$ cat config.mk
export PLATFORM = sky130hd
export DESIGN_NAME = windowed_min_cost_path
export DESIGN_NICKNAME = d
export VERILOG_FILES = /design/src/rtl/core/wmcp_pkg.sv /design/src/rtl/core/wmcp_window.sv /design/src/rtl/core/windowed_min_cost_path.sv
export VERILOG_INCLUDE_DIRS = /design/src /design/src/rtl/core
export SDC_FILE = /design/constraint.sdc
export NUM_CORES = 1
export LEC_CHECK = 0
export BUFFER_PORTS_ARGS = -buffer_cell sky130_fd_sc_hd__buf_4
export CORE_MARGIN = 5
export CORE_UTILIZATION = 45
export CTS_CLUSTER_DIAMETER = 200
export DETAILED_ROUTE_END_ITERATION = 10
export SETUP_SLACK_MARGIN = 0.5
export SYNTH_ARGS = -nofsm -noshare
export SYNTH_HDL_FRONTEND = slang
export SYNTH_SLANG_ARGS = --single-unit
$ cat constraint.sdc
create_clock -name clk -period 15 [get_ports clk]
set_input_delay 2.25 -clock clk [delete_from_list [all_inputs] [get_ports clk]]
set_output_delay 2.25 -clock clk [all_outputs]
set_load 0.05 [all_outputs]
$ cat src/rtl/core/windowed_min_cost_path_assert.svh
// Assertion macros shared by the windowed min-cost path RTL.
`ifndef WINDOWED_MIN_COST_PATH_ASSERT_SVH
`define WINDOWED_MIN_COST_PATH_ASSERT_SVH

`ifndef NO_ASSERTIONS
// Clocked check, off while reset is asserted
`define WMCP_ASSERT(lbl, clk, rst_n, prop, msg) \
	lbl: assert property (@(posedge clk) disable iff (!rst_n) prop) else $error(msg);
// Clocked check that also holds during reset
`define WMCP_ASSERT_NORST(lbl, clk, prop, msg) \
	lbl: assert property (@(posedge clk) prop) else $error(msg);
`else
`define WMCP_ASSERT(lbl, clk, rst_n, prop, msg)
`define WMCP_ASSERT_NORST(lbl, clk, prop, msg)
`endif

`endif

$ cat src/rtl/core/wmcp_pkg.sv
// Shared types and constants for the windowed min-cost path block.
`timescale 1ns / 1ps
package wmcp_pkg;

	localparam int WINDOW_MAX_DEF = 4;
	localparam int WEIGHT_W       = 32;
	localparam int COST_W         = 48;
	localparam int REACH_W        = 3;

	localparam logic [REACH_W-1:0] REACH_RESET = REACH_W'(1);

	// One input beat
	typedef struct packed {
		logic [WEIGHT_W-1:0] weight;
		logic                first;
		logic                last;
	} item_t;

	// One result beat
	typedef struct packed {
		logic [COST_W-1:0] cost;
		logic              final_res;
	} result_t;

endpackage

$ cat src/rtl/core/wmcp_window.sv
// Cost window: recent-cost history, windowed minimum and saturating add.
`timescale 1ns / 1ps
`include "windowed_min_cost_path_assert.svh"
module wmcp_window
	import wmcp_pkg::*;
#(
	parameter int WINDOW_MAX = WINDOW_MAX_DEF
) (
	input  logic                clk,
	input  logic                arst_n,
	input  logic [REACH_W-1:0]  reach,
	input  item_t               item,
	input  logic                advance,
	output logic [COST_W-1:0]   cost
);

	localparam int CNT_W = $clog2(WINDOW_MAX + 1);
	localparam int IDX_W = (CNT_W > REACH_W) ? CNT_W : REACH_W;

	logic [COST_W-1:0] recent_q [WINDOW_MAX];
	logic [CNT_W-1:0]  fill_q;
	logic [CNT_W-1:0]  fill_eff;
	logic [CNT_W-1:0]  fill_nxt;
	logic [IDX_W-1:0]  reach_eff;
	logic [COST_W-1:0] best;
	logic [COST_W:0]   sum;

	// Clamp reach into 1..WINDOW_MAX
	always_comb begin
		reach_eff = IDX_W'(reach);
		if (reach == '0) begin
			reach_eff = IDX_W'(1);
		end else if (IDX_W'(reach) > IDX_W'(WINDOW_MAX)) begin
			reach_eff = IDX_W'(WINDOW_MAX);
		end
	end

	// A first beat restarts the path with an empty window
	assign fill_eff = item.first ? '0 : fill_q;

	// Take the minimum over the live part of the window
	always_comb begin
		best = recent_q[0];
		for (int i = 1; i < WINDOW_MAX; i++) begin
			if (IDX_W'(i) < reach_eff && CNT_W'(i) < fill_eff && recent_q[i] < best) begin
				best = recent_q[i];
			end
		end
	end

	// Add the weight, saturate on carry out
	assign sum = {1'b0, best} + (COST_W + 1)'(item.weight);

	always_comb begin
		if (fill_eff == '0) begin
			cost = COST_W'(item.weight);
		end else if (sum[COST_W]) begin
			cost = '1;
		end else begin
			cost = sum[COST_W-1:0];
		end
	end

	// Grow the fill count up to the window size, drop it after a last beat
	always_comb begin
		if (item.last) begin
			fill_nxt = '0;
		end else if (fill_eff < CNT_W'(WINDOW_MAX)) begin
			fill_nxt = fill_eff + CNT_W'(1);
		end else begin
			fill_nxt = fill_eff;
		end
	end

	always_ff @(posedge clk or negedge arst_n) begin
		if (!arst_n) begin
			fill_q <= '0;
		end else if (advance) begin
			fill_q <= fill_nxt;
		end
	end

	// Shift the new cost into the history; entries past fill_q are never read
	always_ff @(posedge clk) begin
		if (advance) begin
			for (int i = WINDOW_MAX - 1; i > 0; i--) begin
				recent_q[i] <= recent_q[i-1];
			end
			recent_q[0] <= cost;
		end
	end

	`WMCP_ASSERT_NORST(a_fill_bound, clk, fill_q <= CNT_W'(WINDOW_MAX), "fill count past window size")
	`WMCP_ASSERT(a_last_clears, clk, arst_n, (advance && item.last) |=> fill_q == '0, "fill count not cleared after last beat")
	`WMCP_ASSERT(a_fill_grows, clk, arst_n, (advance && !item.last && !item.first && fill_q < CNT_W'(WINDOW_MAX)) |=> fill_q == $past(fill_q) + CNT_W'(1), "fill count did not advance")

endmodule

$ cat src/rtl/core/windowed_min_cost_path.sv
// An accepted beat is registered in the input stage, then written into the result queue, whose head
// drives the result port.
// Throughput: one beat per cycle while the result queue has room; each cost is computed combinationally.
// A two-entry result queue keeps input flowing while a result waits.
// Reset (arst_n low, asynchronous): pipeline and queue empty, window empty,
// reach back to 1. The configuration port is always ready.
`timescale 1ns / 1ps
`include "windowed_min_cost_path_assert.svh"
module windowed_min_cost_path
	import wmcp_pkg::*;
#(
	parameter int WINDOW_MAX = WINDOW_MAX_DEF
) (
	input  logic                clk,
	input  logic                arst_n,
	// configuration
	input  logic                cfg_valid,
	output logic                cfg_ready,
	input  logic [REACH_W-1:0]  reach,
	// input items
	input  logic                in_valid,
	output logic                in_ready,
	input  logic [WEIGHT_W-1:0] weight,
	input  logic                first,
	input  logic                last,
	// results
	output logic                out_valid,
	input  logic                out_ready,
	output logic [COST_W-1:0]   cost,
	output logic                final_res
);

	localparam logic [1:0] QDEPTH = 2'd2;

	logic [REACH_W-1:0] reach_q;
	item_t              item_s1;
	logic               valid_s1;
	logic               adv;
	logic               pop;
	logic [COST_W-1:0]  cost_s1;
	result_t            res_new;
	result_t            res0_q;
	result_t            res1_q;
	logic [1:0]         cnt_q;

	// Configuration register
	assign cfg_ready = 1'b1;

	always_ff @(posedge clk or negedge arst_n) begin
		if (!arst_n) begin
			reach_q <= REACH_RESET;
		end else if (cfg_valid) begin
			reach_q <= reach;
		end
	end

	// Advance the input stage when the queue has room
	assign adv      = valid_s1 && (cnt_q != QDEPTH);
	assign in_ready = !valid_s1 || adv;
	assign pop      = out_valid && out_ready;

	always_ff @(posedge clk or negedge arst_n) begin
		if (!arst_n) begin
			valid_s1 <= 1'b0;
		end else if (in_ready) begin
			valid_s1 <= in_valid;
		end
	end

	always_ff @(posedge clk) begin
		if (in_valid && in_ready) begin
			item_s1 <= '{weight: weight, first: first, last: last};
		end
	end

	wmcp_window #(
		.WINDOW_MAX (WINDOW_MAX)
	) u_window (
		.clk     (clk),
		.arst_n  (arst_n),
		.reach   (reach_q),
		.item    (item_s1),
		.advance (adv),
		.cost    (cost_s1)
	);

	assign res_new = '{cost: cost_s1, final_res: item_s1.last};

	// Result queue: occupancy
	always_ff @(posedge clk or negedge arst_n) begin
		if (!arst_n) begin
			cnt_q <= '0;
		end else begin
			unique case ({adv, pop})
				2'b10:   cnt_q <= cnt_q + 2'd1;
				2'b01:   cnt_q <= cnt_q - 2'd1;
				default: cnt_q <= cnt_q;
			endcase
		end
	end

	// Result queue: data, head in res0_q
	always_ff @(posedge clk) begin
		unique case ({adv, pop})
			2'b10: begin
				if (cnt_q == '0) begin
					res0_q <= res_new;
				end else begin
					res1_q <= res_new;
				end
			end
			2'b01: begin
				res0_q <= res1_q;
			end
			2'b11: begin
				res0_q <= res_new;
			end
			default: begin
			end
		endcase
	end

	assign out_valid = (cnt_q != '0);
	assign cost      = res0_q.cost;
	assign final_res = res0_q.final_res;

	`WMCP_ASSERT_NORST(a_cnt_range, clk, cnt_q <= QDEPTH, "result queue overfilled")
	`WMCP_ASSERT(a_adv_shows, clk, arst_n, adv |=> out_valid, "advanced beat did not reach the result port")
	`WMCP_ASSERT(a_pop_drains, clk, arst_n, (pop && !adv) |=> cnt_q == $past(cnt_q) - 2'd1, "queue count wrong after pop")

endmodule

# --- After elaboration in Yosys (flattened, before gate mapping) ---
# Memories as Yosys holds them, arrays and structs flattened.
# Cells that the tools add are included.
totals:
  mem_bits_ro: 0
  reg_bits: 141
  memories: 1
  latch_bits: 0
  inputBits: 42
  ramBits: 192
op_classes:
  n_bitwise: 1
  addsub: 4
  reduce_logical: 19
  div: 0
  n_mux: 15
  n_shift: 0
  n_mul: 0
  n_eq_ne: 5
  order_cmp: 11
memory_table:
  columns: ["memory", "depth", "word_bits", "rd", "rd_clocked_by_memory_dff", "write_ports", "line_no", "source"]
  rows:
  - ["u_window.recent_q", 4, 48, 4, 0, 4, "wmcp_window.sv:20", "logic [COST_W-1:0] recent_q [WINDOW_MAX];"]
op_table:
  columns: ["operator", "count"]
  rows:
  - ["2-to-1 mux 48 bit", 5]
  - ["case mux 49 bit (3 select lines)", 1]
  - ["less-than comparator 48 bit", 3]
  - ["adder 48 x 32 -> 49 bit", 1]
  - ["2-to-1 mux 49 bit", 1]
  - ["2-to-1 mux 3 bit", 5]
  - ["less-than comparator 2 x 3 -> 1 bit (first input constant)", 4]
  - ["logical AND 1 bit", 9]
  - ["logical NOT 3 bit", 2]
  - ["less-than comparator 1 x 3 -> 1 bit (first input constant)", 2]
  - ["== test 2 bit (second input constant)", 2]
  - ["!= test 2 bit (second input constant)", 2]
  - ["case mux 2 bit (2 select lines)", 1]
  - ["AND reduction 2 bit", 2]
  - ["nonzero test 2 bit", 2]
  - ["adder 3 x 1 -> 3 bit (second input constant)", 1]
  - ["> comparator 3 bit (second input constant)", 1]
  - ["less-than comparator 3 bit (second input constant)", 1]
  - ["nonzero test 3 bit", 1]
  - ["adder 2 x 1 -> 2 bit (second input constant)", 1]
  - ["== test 2 x 1 -> 1 bit (second input constant)", 1]
  - ["logical NOT 2 bit", 1]
  - ["2-to-1 mux 1 bit", 2]
  - ["subtractor 2 x 1 -> 2 bit (second input constant)", 1]
  - ["3 further kinds", 3]

# --- Depth between registers and ports, before layout ---
# Gate-level depths: netlist of the first run.
logic_depth:
  word_depth: 18
  depth_mapped: 57

# --- Modules after synthesis ---
# A second synthesis of the first run with hierarchy kept.
hier_totals:
  cells_unflattened: 1540
  area_unflattened_um2: 18481.5
modules_own_cells:
  columns: ["mod", "cells_each", "instances", "area_each_um2"]
  rows:
  - ["wmcp_window", 1323, 1, 13595.5]
  - ["windowed_min_cost_path", 217, 1, 4885.9]

# --- Worst setup path after synthesis of the first run ---
# No wires, ideal clock.
synth_path:
  path_kind: "reg-to-reg"
  from: "mem u_window.recent_q[1][30]"
  to: "reg res0_q, in the netlist cost[20], data pin"
  arrival_ns: 11.977
  period_less_slack_ns: 12.236
  t_required_ns: 14.740
  path_stages_with_launch: 55
  slack_ns: 2.764
  path_buffers: 14
  setup_ns: 0.260
  path_cell_list: "edfxtp_1 > ha_1 > a21oi_1 > nand2_1 > a221o_1 > o31a_1 > a311oi_2 > buf_4 > buf_2 > clkbuf_1 > buf_1 > mux2i_1 > ha_1 > a21o_1 > a21oi_1 > nor2b_1 > o41a_1 > o21ai_0 > [19 not listed] > clkbuf_1 > o21ai_0 > ha_1 > fa_1 > a21o_1 > a311o_1 > nand2_1 > a31oi_1 > o311ai_0 > a211o_1 > and2_1 > clkbuf_1 > a21o_1 > o41ai_1 > buf_2 > buf_4 > o22a_1 > mux2_2"
synth_lines:
  columns: ["item", "line_no", "source"]
  rows:
  - ["start: declaration", "wmcp_window.sv:20", null]
  - ["end signal: assignment", "windowed_min_cost_path.sv:107", "res0_q <= res_new;"]
  - ["end signal: assignment", "windowed_min_cost_path.sv:113", "res0_q <= res1_q;"]
  - ["end signal: assignment", "windowed_min_cost_path.sv:116", "res0_q <= res_new;"]
  - ["end: declaration", "windowed_min_cost_path.sv:42", "result_t res0_q;"]

==> run_results.csv, run 1 <==
group,metric,value,unit
floorplan,die_x,213,um
critical_path,crit_path_top_delay_cell,"or4_1",
critical_path,rrSetupSlack,1.58,ns
critical_path,r2r_end,"cost[32]",
place,placed_area,19900,um2
global_routing,grt_pass1_vias,12700,
min_path,worstHoldStart,"u_window.recent_q[0][0]",
layout,final_cell_area,21100,um2
detailed_routing,drc,0,
synthesis,synth_top_cell_by_area,"edfxtp_1",
detailed_routing,vias,12600,
timing,hold_viol,0,
clocking,clk_pin_slew,0.06,ns
global_routing,antenna_found_initial,1,
critical_path,path_depth,41,
detailed_routing,wirelength,46400,um
critical_path,worstPathMaxFanout,32,
timing,setup_tns,0,ns
timing,fin_crit_sh,89.5,%
detailed_routing,drt_iter0_drc,908,
timing,fin_crit,13.42,ns
floorplan,start_util,45.4,%
place,port_buffers,92,
critical_path,r2r_cells,41,
clocking,holdBufCountCts,0,
timing,maxSlewViolCount,0,
flow_run,cap_viol_max_count,0,
synthesis,ys_types,74,
critical_path,cp.required,15.30,ns
layout,num_antenna_cells,0,
timing,slew_headroom,24.2,%
power_and_ir_drop,p_leak,8.13,nW
synthesis,ys_seq_area_share,53.7,%
synthesis,synth_cells,1532,
clocking,cts_tree,"built",
global_routing,grt_max_degree,78,
critical_path,cp-start-kind,"register",
timing,finClkSkew,0.0169,ns
critical_path,end_kind,"register",
place,place_congestion,0.904,
status,status,"completed",
power_and_ir_drop,power.density,252,nW/um2
clocking,cts_resized,0,
synthesis,yosysMostFrequentCell,"edfxtp_1",
synthesis,synthFlopType,"edfxtp_1",
synthesis,postSynthNetCount,1754,
clocking,cts_inserted_buffers,38,
critical_path,timing.critical_path.buf_inv,4,
layout,final_core_util,51.7,%
synthesis,yosysTopAreaCellShare,52.4,%
critical_path,cp-endpoint,"cost[32]",
timing,rsz0062_at_grt,"no",
synthesis,netlist_area,18600,um2
power_and_ir_drop,p_total,5.32,mW
clocking,htreeDepth,2,
critical_path,reg2reg_from,"u_window.recent_q[1][39]",
detailed_routing,drt.antenna.violating_nets,0,
global_routing,track_usage,20.3,%
clocking,root_buffer,"clkbuf_16",
synthesis,synth_common_cells,"edfxtp_1, ha_1, a21oi_1",
detailed_routing,routedWlPerCell,21.1,um
critical_path,worstPathArrival,13.73,ns
layout,drive_gt1_share,15.1,%
detailed_routing,vias_per_cell,5.74,
synthesis,netlist_top_cells_area,"edfxtp_1, ha_1, mux2_2",
clocking,cts_sinks,333,
synthesis,yosys_warnings,0,
critical_path,slowest_delay,0.96,ns
clocking,clk_path_buf_depth,3,
power_and_ir_drop,vdd_ir_drop_max,0.121,mV
layout,fin_nets,1858,
synthesis,synth-edff-count,324,
floorplan,dieArea,45400,um2
critical_path,crit_path_start,"u_window.recent_q[1][39]",
synthesis,async_reset_ff_share,2.70,%
floorplan,coreArea,40800,um2
synthesis,synth_seq_cells,333,
clocking,clkLatencyLatePin,0.56,ns
clocking,post_cts_buffers,0,
layout,area_growth,13.8,%
layout,fillers,3524,
floorplan,rows,74,
min_path,hold_class,"register to register",
floorplan,ios,94,
timing,tightest_slew,1.14,ns
global_routing,grt_pass1_wl,71900,um
timing,setup_viol,0,
floorplan,chipHeight,213,um
place,hpwl,33500,um
global_routing,grt_overflow,0,
critical_path,crit_type,"register to register",
synthesis,avgSynthCellArea,12.1,um2
detailed_routing,dr.pass1.iters,5,
critical_path,timing.critical_path.max_delay_family,"simple AND/OR/NAND/NOR gates",
timing,max_clock_freq,74.5,MHz
## registers in the layout, indices dropped and copies added, names as in the netlist
signal	flops
u_window.recent_q	192
res1_q	49
cost	48
item_s1	34
reach_q	3
u_window.fill_q	3
cnt_q	2
final_res	1
valid_s1	1
## layout make-up
type / count / area [um2] / area share [%]
Sequential cell: 333 / 9960 / 47.1
Tap cell: 532 / 666 / 3.15
Clock buffer: 46 / 981 / 4.65
Inverter: 77 / 294 / 1.39
Multi-Input combinational cell: 1073 / 8140 / 38.6
Clock inverter: 24 / 228 / 1.08
Timing Repair Buffer: 113 / 848 / 4.02
## power by group
part,internal (mW),switching (mW),total (mW)
logic,0.934,1.59,2.52
registers,1.61,0.271,1.88
clock network,0.524,0.392,0.916
total,3.07,2.25,5.32
## cells by family (layout without fill, tap and decap cells)
kind of cell    Yosys count  after routing  synth area share (%)
compound gates          369            369                  12.9
xor+xnor                 43             43                  2.03
fa+ha+maj               180            180                  12.2
buf+inv                 126            260                  2.70
flops                   333            333                  53.7
mux                     130            130                  7.43
other cells               1              1                0.0202
simple gates            350            350                  9.04
## layout by cell type (no fill, tap or decap), drive strengths merged, types with 4 or more instances in the layout
master     n
a2111oi    4
a211o      6
a211oi    12
a21o      33
a21oi    114
a31oi     14
and2      16
and3      14
buf      113
clkbuf    46
clkinv    16
dfrtp      8
edfxtp   324
ha       179
inv       80
mux2      62
mux2i     68
nand2     95
nand2b     9
nand3     28
nand4     30
nor2      93
nor2b      7
nor3      22
nor4      19
o211a      4
o211ai    13
o21a      12
o21ai     84
o22a      30
o31a       4
o31ai      5
or3        5
xnor2     28
xor2      15
## metrics by stage
stage | hold slack, ns | worst slack, ns | cells
after floorplan | 0.441 | 2.76 | 1532
after global placement | 0.455 | 1.81 | 2128
after detailed placement | 0.457 | 1.55 | 2128
after CTS | 0.471 | 1.50 | 2198
after global routing | 0.489 | 0.721 | 2198
final | 0.471 | 1.58 | 2198
## metal layers
metal,global-route usage [%],part of all wire [%],wire (um),vias up
li1,-,-,-,6087
met1,28.8,47,21900,6187
met2,32.3,46,21300,272
met3,3.16,4.2,1940,79
met4,6.67,2.7,1230,2
met5,0,0.024,11,-
## how the worst min path moves through the flow
stage	cells past startpoint	end	slack [ns]
global placement	0	u_window.recent_q[1][0]	0.46
CTS	0	u_window.recent_q[1][0]	0.47
detailed placement	0	u_window.recent_q[1][0]	0.46
global route	0	u_window.recent_q[1][0]	0.49
finish	0	u_window.recent_q[1][0]	0.47
floorplan	0	u_window.recent_q[1][0]	0.44
Power figures use the tool's default switching activity.
==> run 2, diff against run 1 <==
--- a/config.mk
+++ b/config.mk
@@ -6,11 +6,13 @@
 export SDC_FILE = /design/constraint.sdc
 export NUM_CORES = 1
 export LEC_CHECK = 0
+export ABC_AREA = 1
 export BUFFER_PORTS_ARGS = -buffer_cell sky130_fd_sc_hd__buf_4
 export CORE_MARGIN = 5
-export CORE_UTILIZATION = 45
+export CORE_UTILIZATION = 60
 export CTS_CLUSTER_DIAMETER = 200
 export DETAILED_ROUTE_END_ITERATION = 10
+export PLACE_DENSITY = 0.78
 export SETUP_SLACK_MARGIN = 0.5
 export SYNTH_ARGS = -nofsm -noshare
 export SYNTH_HDL_FRONTEND = slang
==> run 2 against run 1 <==
Effect of this change:
- via count up 6.7%
- worst hold slack worse by 0.025 ns
- synthesized cell count up 23%
- non-clock buffer count down 9
- largest cell class unchanged
- critical path depth up 21
- cell area down 0.59%
- register-to-register slack better by 0.23 ns
- worst setup slack better by 0.23 ns
==> run_results.csv, run 2 <==
group,metric,value,unit
status,status,"completed",
synthesis,postSynthNetCount,2099,
timing,hold_viol,0,
global_routing,antenna_found_initial,0,
layout,layout_common_cells,"nand2_1, edfxtp_1, inv_1, ha_1, o21ai_0",
layout,fin_nets,2189,
floorplan,dieArea,34700,um2
clocking,holdBufCountCts,0,
synthesis,synth_compound_area_share,8.99,%
detailed_routing,routedWlPerCell,17.4,um
clocking,clk_path_buf_depth,3,
global_routing,grt_overflow,0,
layout,drive_gt1_share,12.9,%
timing,max_clock_freq,75.8,MHz
synthesis,synth_top_family_by_area,"simple AND/OR/NAND/NOR gates",
synthesis,ys_types,52,
clocking,htreeDepth,2,
timing,fin_crit_sh,87.9,%
synthesis,netlist_top_cells_area,"edfxtp_1, ha_1, nand2_1",
synthesis,synth_top_cell_by_area,"edfxtp_1",
synthesis,synth_common_cells,"nand2_1, edfxtp_1, inv_1",
clocking,clk_pin_slew,0.06,ns
clocking,cts_sinks,333,
floorplan,die_x,186,um
critical_path,end_kind,"register",
synthesis,synth_simple_gate_area_share,18.3,%
timing,rsz0062_at_grt,"no",
synthesis,netlist_area,18700,um2
floorplan,ios,94,
layout,num_antenna_cells,0,
detailed_routing,dr.pass1.iters,6,
detailed_routing,vias,13500,
critical_path,crit_type,"register to register",
layout,largest_register,"u_window.recent_q",
layout,multi_input_area,7740,um2
critical_path,cp.required,15.28,ns
floorplan,coreArea,30700,um2
clocking,cts_resized,0,
timing,fin_crit,13.19,ns
timing,finClkSkew,0.0239,ns
timing,maxSlewViolCount,0,
synthesis,muxShareOfSynthArea,0.0603,%
synthesis,avgSynthCellArea,9.94,um2
synthesis,yosysMostFrequentCell,"nand2_1",
synthesis,yosysTopAreaCellShare,52.1,%
place,place_congestion,0.876,
place,hpwl,29000,um
detailed_routing,wirelength,41600,um
global_routing,grt_pass1_vias,13500,
synthesis,synthFlopType,"edfxtp_1",
clocking,post_cts_buffers,0,
layout,largest_reg_flops,192,
synthesis,synth-edff-count,324,
floorplan,rows,64,
synthesis,synth_xor_area_share,1.78,%
clocking,cts_tree,"built",
detailed_routing,drt.antenna.violating_nets,0,
layout,final_common_cell,"nand2_1",
detailed_routing,drt_iter0_drc,1115,
clocking,cts_inserted_buffers,38,
detailed_routing,drc,0,
global_routing,grt_max_degree,196,
timing,setup_tns,0,ns
critical_path,rrSetupSlack,1.81,ns
synthesis,synth_adder_area_share,12.1,%
place,port_buffers,92,
timing,setup_viol,0,
critical_path,worstPathArrival,13.47,ns
critical_path,slowest_delay,0.57,ns
critical_path,cp-start-kind,"register",
timing,slew_headroom,19.1,%
flow_run,cap_viol_max_count,0,
layout,fillers,2302,
timing,tightest_slew,1.21,ns
synthesis,synth_cells,1877,
layout,seq_area,9960,um2
floorplan,start_util,60.9,%
synthesis,yosys_warnings,0,
synthesis,synth_seq_cells,333,
global_routing,track_usage,23.6,%
synthesis,async_reset_ff_share,2.70,%
floorplan,chipHeight,186,um
min_path,hold_class,"register to register",
detailed_routing,vias_per_cell,5.63,
critical_path,cp_common_cell,"nand2_1",
clocking,root_buffer,"clkbuf_16",
critical_path,crit_path_top_delay_cell,"nand3_2",
synthesis,ys_seq_area_share,53.3,%
clocking,clkLatencyLatePin,0.54,ns
critical_path,worstPathMaxFanout,58,
global_routing,grt_pass1_wl,67800,um
layout,area_growth,12.5,%
-- run 2: final cells by class --
cell class / count / share of cell area [%]
Sequential cell: 333 / 47.4
Timing Repair Buffer: 104 / 3.78
Clock inverter: 22 / 1.24
Inverter: 200 / 3.58
Clock buffer: 48 / 4.76
Multi-Input combinational cell: 1290 / 36.9
Tap cell: 396 / 2.36
-- run 2: per-stage QoR --
stage	setup slack (ns)	instance area [um2]	utilization [%]	instances	hold slack (ns)
after floorplan	1.49	18700	-	1877	0.426
after global placement	2.21	19700	64.3	2323	0.430
after detailed placement	1.96	19700	64.3	2323	0.435
after CTS	1.93	21000	68.4	2393	0.448
after global routing	0.645	21000	68.4	2393	0.455
final	1.81	21000	68.4	2393	0.446
-- run 2: worst paths after layout --
path	from	end	cells past startpoint
max	u_window.recent_q[0][46]	res1_q[28]	62
min	u_window.recent_q[0][16]	u_window.recent_q[1][16]	0
max reg2reg	u_window.recent_q[0][46]	res1_q[28]	62
min reg2reg	u_window.recent_q[0][16]	u_window.recent_q[1][16]	0
max in group asynchronous	arst_n	reach_q[0]	1
min in group asynchronous	arst_n	valid_s1	1
-- run 2: routing by layer --
metal,track usage (%),wire length [um],part of all wire (%)
met5,0,0,0
met1,32.1,18300,44
met3,3.05,2100,5.1
met4,7.74,1210,2.9
met2,39.8,19900,48
-- run 2: cell families (layout without fill, tap and decap cells) --
kind of cell               Yosys count  after routing
xor gates and xnor gates            38             38
other                                1              1
buffers and inverters              254            374
muxes                                1              1
DFF                                333            333
AOI/OAI and AO/OA                  308            308
and+or+nand+nor                    762            762
adders and majority gates          180            180
-- run 2: worst max-delay path: cells and delay by family (launching register included) --
family / cells / cell delay, ns
flip-flops: 1 / 0.45
buffers and inverters: 12 / 2.32
AND/OR/NAND/NOR: 20 / 3.34
adder cells (fa/ha/maj): 4 / 1.31
AO/OA/AOI/OAI: 26 / 5.38
Power of run 2 is left out: the tool's default activity adds up to more than one toggle a clock period on the data nets, which glitch-free logic cannot reach.
==> run 3, diff against run 2 <==
--- a/config.mk
+++ b/config.mk
@@ -11,6 +11,7 @@
 export CORE_MARGIN = 5
 export CORE_UTILIZATION = 60
 export CTS_CLUSTER_DIAMETER = 200
+export CTS_CLUSTER_SIZE = 8
 export DETAILED_ROUTE_END_ITERATION = 10
 export PLACE_DENSITY = 0.78
 export SETUP_SLACK_MARGIN = 0.5
==> constraint.sdc (replaced) <==
create_clock -name clk -period 15 [get_ports clk]
set_input_delay 1.5 -clock clk [delete_from_list [all_inputs] [get_ports clk]]
set_output_delay 1.5 -clock clk [all_outputs]
set_load 0.05 [all_outputs]
==> run 3 against run 2 <==
Effect of this change:
- cell area is essentially flat
- fmax is essentially flat
- clock skew barely moved
- wire length about the same
- worst setup slack worse by 0.0061 ns
- non-clock buffer count did not move
- utilization about the same
- sequential cell count stayed put
- via count increased by 0.12%
- sequential share of layout area about the same
- largest cell class unchanged
- final cell count down 0.42%
==> run_results.csv, run 3 (same netlist as run 2, synthesis figures left out) <==
group,metric,value,unit
flow_run,cap_viol_max_count,0,
clocking,post_cts_buffers,0,
global_routing,grt_overflow,0,
layout,final_common_cell,"nand2_1",
global_routing,grt_pass1_vias,13500,
critical_path,cp.required,15.28,ns
layout,drive_gt1_share,12.8,%
timing,slew_headroom,15.7,%
detailed_routing,routedWlPerCell,17.5,um
detailed_routing,drt.antenna.violating_nets,0,
timing,tightest_slew,1.26,ns
floorplan,dieArea,34700,um2
clocking,cts_inserted_buffers,47,
timing,fin_crit,13.19,ns
floorplan,coreArea,30700,um2
clocking,cts_resized,0,
detailed_routing,drc,0,
clocking,clk_pin_slew,0.05,ns
global_routing,track_usage,23.7,%
critical_path,crit_type,"register to register",
timing,maxSlewViolCount,0,
status,status,"completed",
detailed_routing,vias_per_cell,5.66,
place,hpwl,29000,um
timing,hold_viol,0,
critical_path,crit_path_top_delay_cell,"nand2_2",
timing,rsz0062_at_grt,"no",
detailed_routing,wirelength,41600,um
critical_path,r2r_end,"u_window.recent_q[0][27]",
global_routing,antenna_found_initial,0,
critical_path,r2r_cells,61,
layout,final_cell_count_no_fill,2383,
critical_path,worstPathArrival,13.47,ns
floorplan,die_x,186,um
floorplan,chipHeight,186,um
layout,layout_common_cells,"nand2_1, edfxtp_1, inv_1, ha_1, o21ai_0",
layout,area_growth,12.5,%
clocking,clk_path_buf_depth,3,
place,place_congestion,0.876,
layout,num_antenna_cells,0,
critical_path,end_kind,"register",
critical_path,slowest_delay,0.68,ns
clocking,clkLatencyLatePin,0.55,ns
clocking,root_buffer,"clkbuf_16",
detailed_routing,drt_iter0_drc,1011,
timing,setup_viol,0,
floorplan,ios,94,
clocking,htreeDepth,2,
timing,max_clock_freq,75.8,MHz
detailed_routing,dr.pass1.iters,5,
global_routing,grt_pass1_wl,68100,um
clocking,holdBufCountCts,0,
min_path,hold_class,"register to register",
timing,fin_crit_sh,88.0,%
critical_path,cp-start-kind,"register",
layout,final_cell_area,21000,um2
place,place_inst,2323,
min_path,worstHoldStart,"u_window.recent_q[0][16]",
floorplan,rows,64,
timing,finClkSkew,0.0235,ns
min_path,min_path_cells,0,
detailed_routing,vias,13500,
place,port_buffers,92,
timing,setup_tns,0,ns
layout,largest_register,"u_window.recent_q",
global_routing,grt_max_degree,196,
critical_path,cp_common_cell,"nand2_1",
critical_path,worstPathMaxFanout,58,
critical_path,reg2reg_from,"u_window.recent_q[1][27]",
place,placed_area,19700,um2
clocking,cts_tree,"built",
critical_path,rrSetupSlack,1.81,ns
min_path,hold_end,"u_window.recent_q[1][16]",
floorplan,start_util,60.9,%
layout,fin_nets,2198,
clocking,cts_sinks,333,
layout,largest_reg_flops,192,
==> run 3: changes by cell type in the layout (fill, tap and decap cells not counted), moves of 2 or more <==
cell        before  now
bufinv_16        5    0
clkbuf_16       38   48
clkinv_1         8    1
clkinvlp_4       3    0
inv_6            3    1
==> run 3: worst max-delay path by stage <==
stage / endpoint / start / slack [ns]
after global routing: u_window.recent_q[0][27] / u_window.recent_q[0][45] / 0.61
after detailed placement: u_window.recent_q[0][27] / u_window.recent_q[1][27] / 1.96
after CTS: res1_q[28] / u_window.recent_q[1][27] / 1.89
after global placement: res1_q[28] / u_window.recent_q[1][27] / 2.21
after floorplan: res1_q[0] / cnt_q[0] / 1.49
final: u_window.recent_q[0][27] / u_window.recent_q[1][27] / 1.81
==> run 3: layout make-up <==
type | count | area (um2)
Multi-Input combinational cell | 1290 | 7740
Timing Repair Buffer | 104 | 793
Inverter | 200 | 751
Clock inverter | 3 | 30.0
Fill cell | 2287 | 9670
Clock buffer | 57 | 1230
Tap cell | 396 | 495
Sequential cell | 333 | 9960
==> run 3: worst max-delay path, delay by kind of cell (launching register included) <==
kind	cells	cell delay, ns
buf+inv	12	2.28
flops	1	0.41
simple gates	20	3.72
compound gates	25	4.99
fa+ha+maj	4	1.43
==> run 3: stage by stage <==
stage                     utilization, %  hold slack (ns)  worst slack (ns)
after floorplan                        -            0.426              1.49
after global placement              64.3            0.430              2.21
after detailed placement            64.3            0.435              1.96
after CTS                           68.5            0.443              1.89
after global routing                68.5            0.450             0.605
final                               68.5            0.444              1.81
==> run 3: per-layer routing <==
| layer | GRT usage, % | share of wire (%) | up-vias |
|---|---|---|---|
| li1 | - | - | 6659 |
| met2 | 40.4 | 48 | 408 |
| met1 | 31.9 | 43 | 6347 |
| met4 | 6.41 | 2.3 | 0 |
| met3 | 3.46 | 5.9 | 73 |
| met5 | 0 | 0 | - |
Power of run 3 is left out for the same reason.
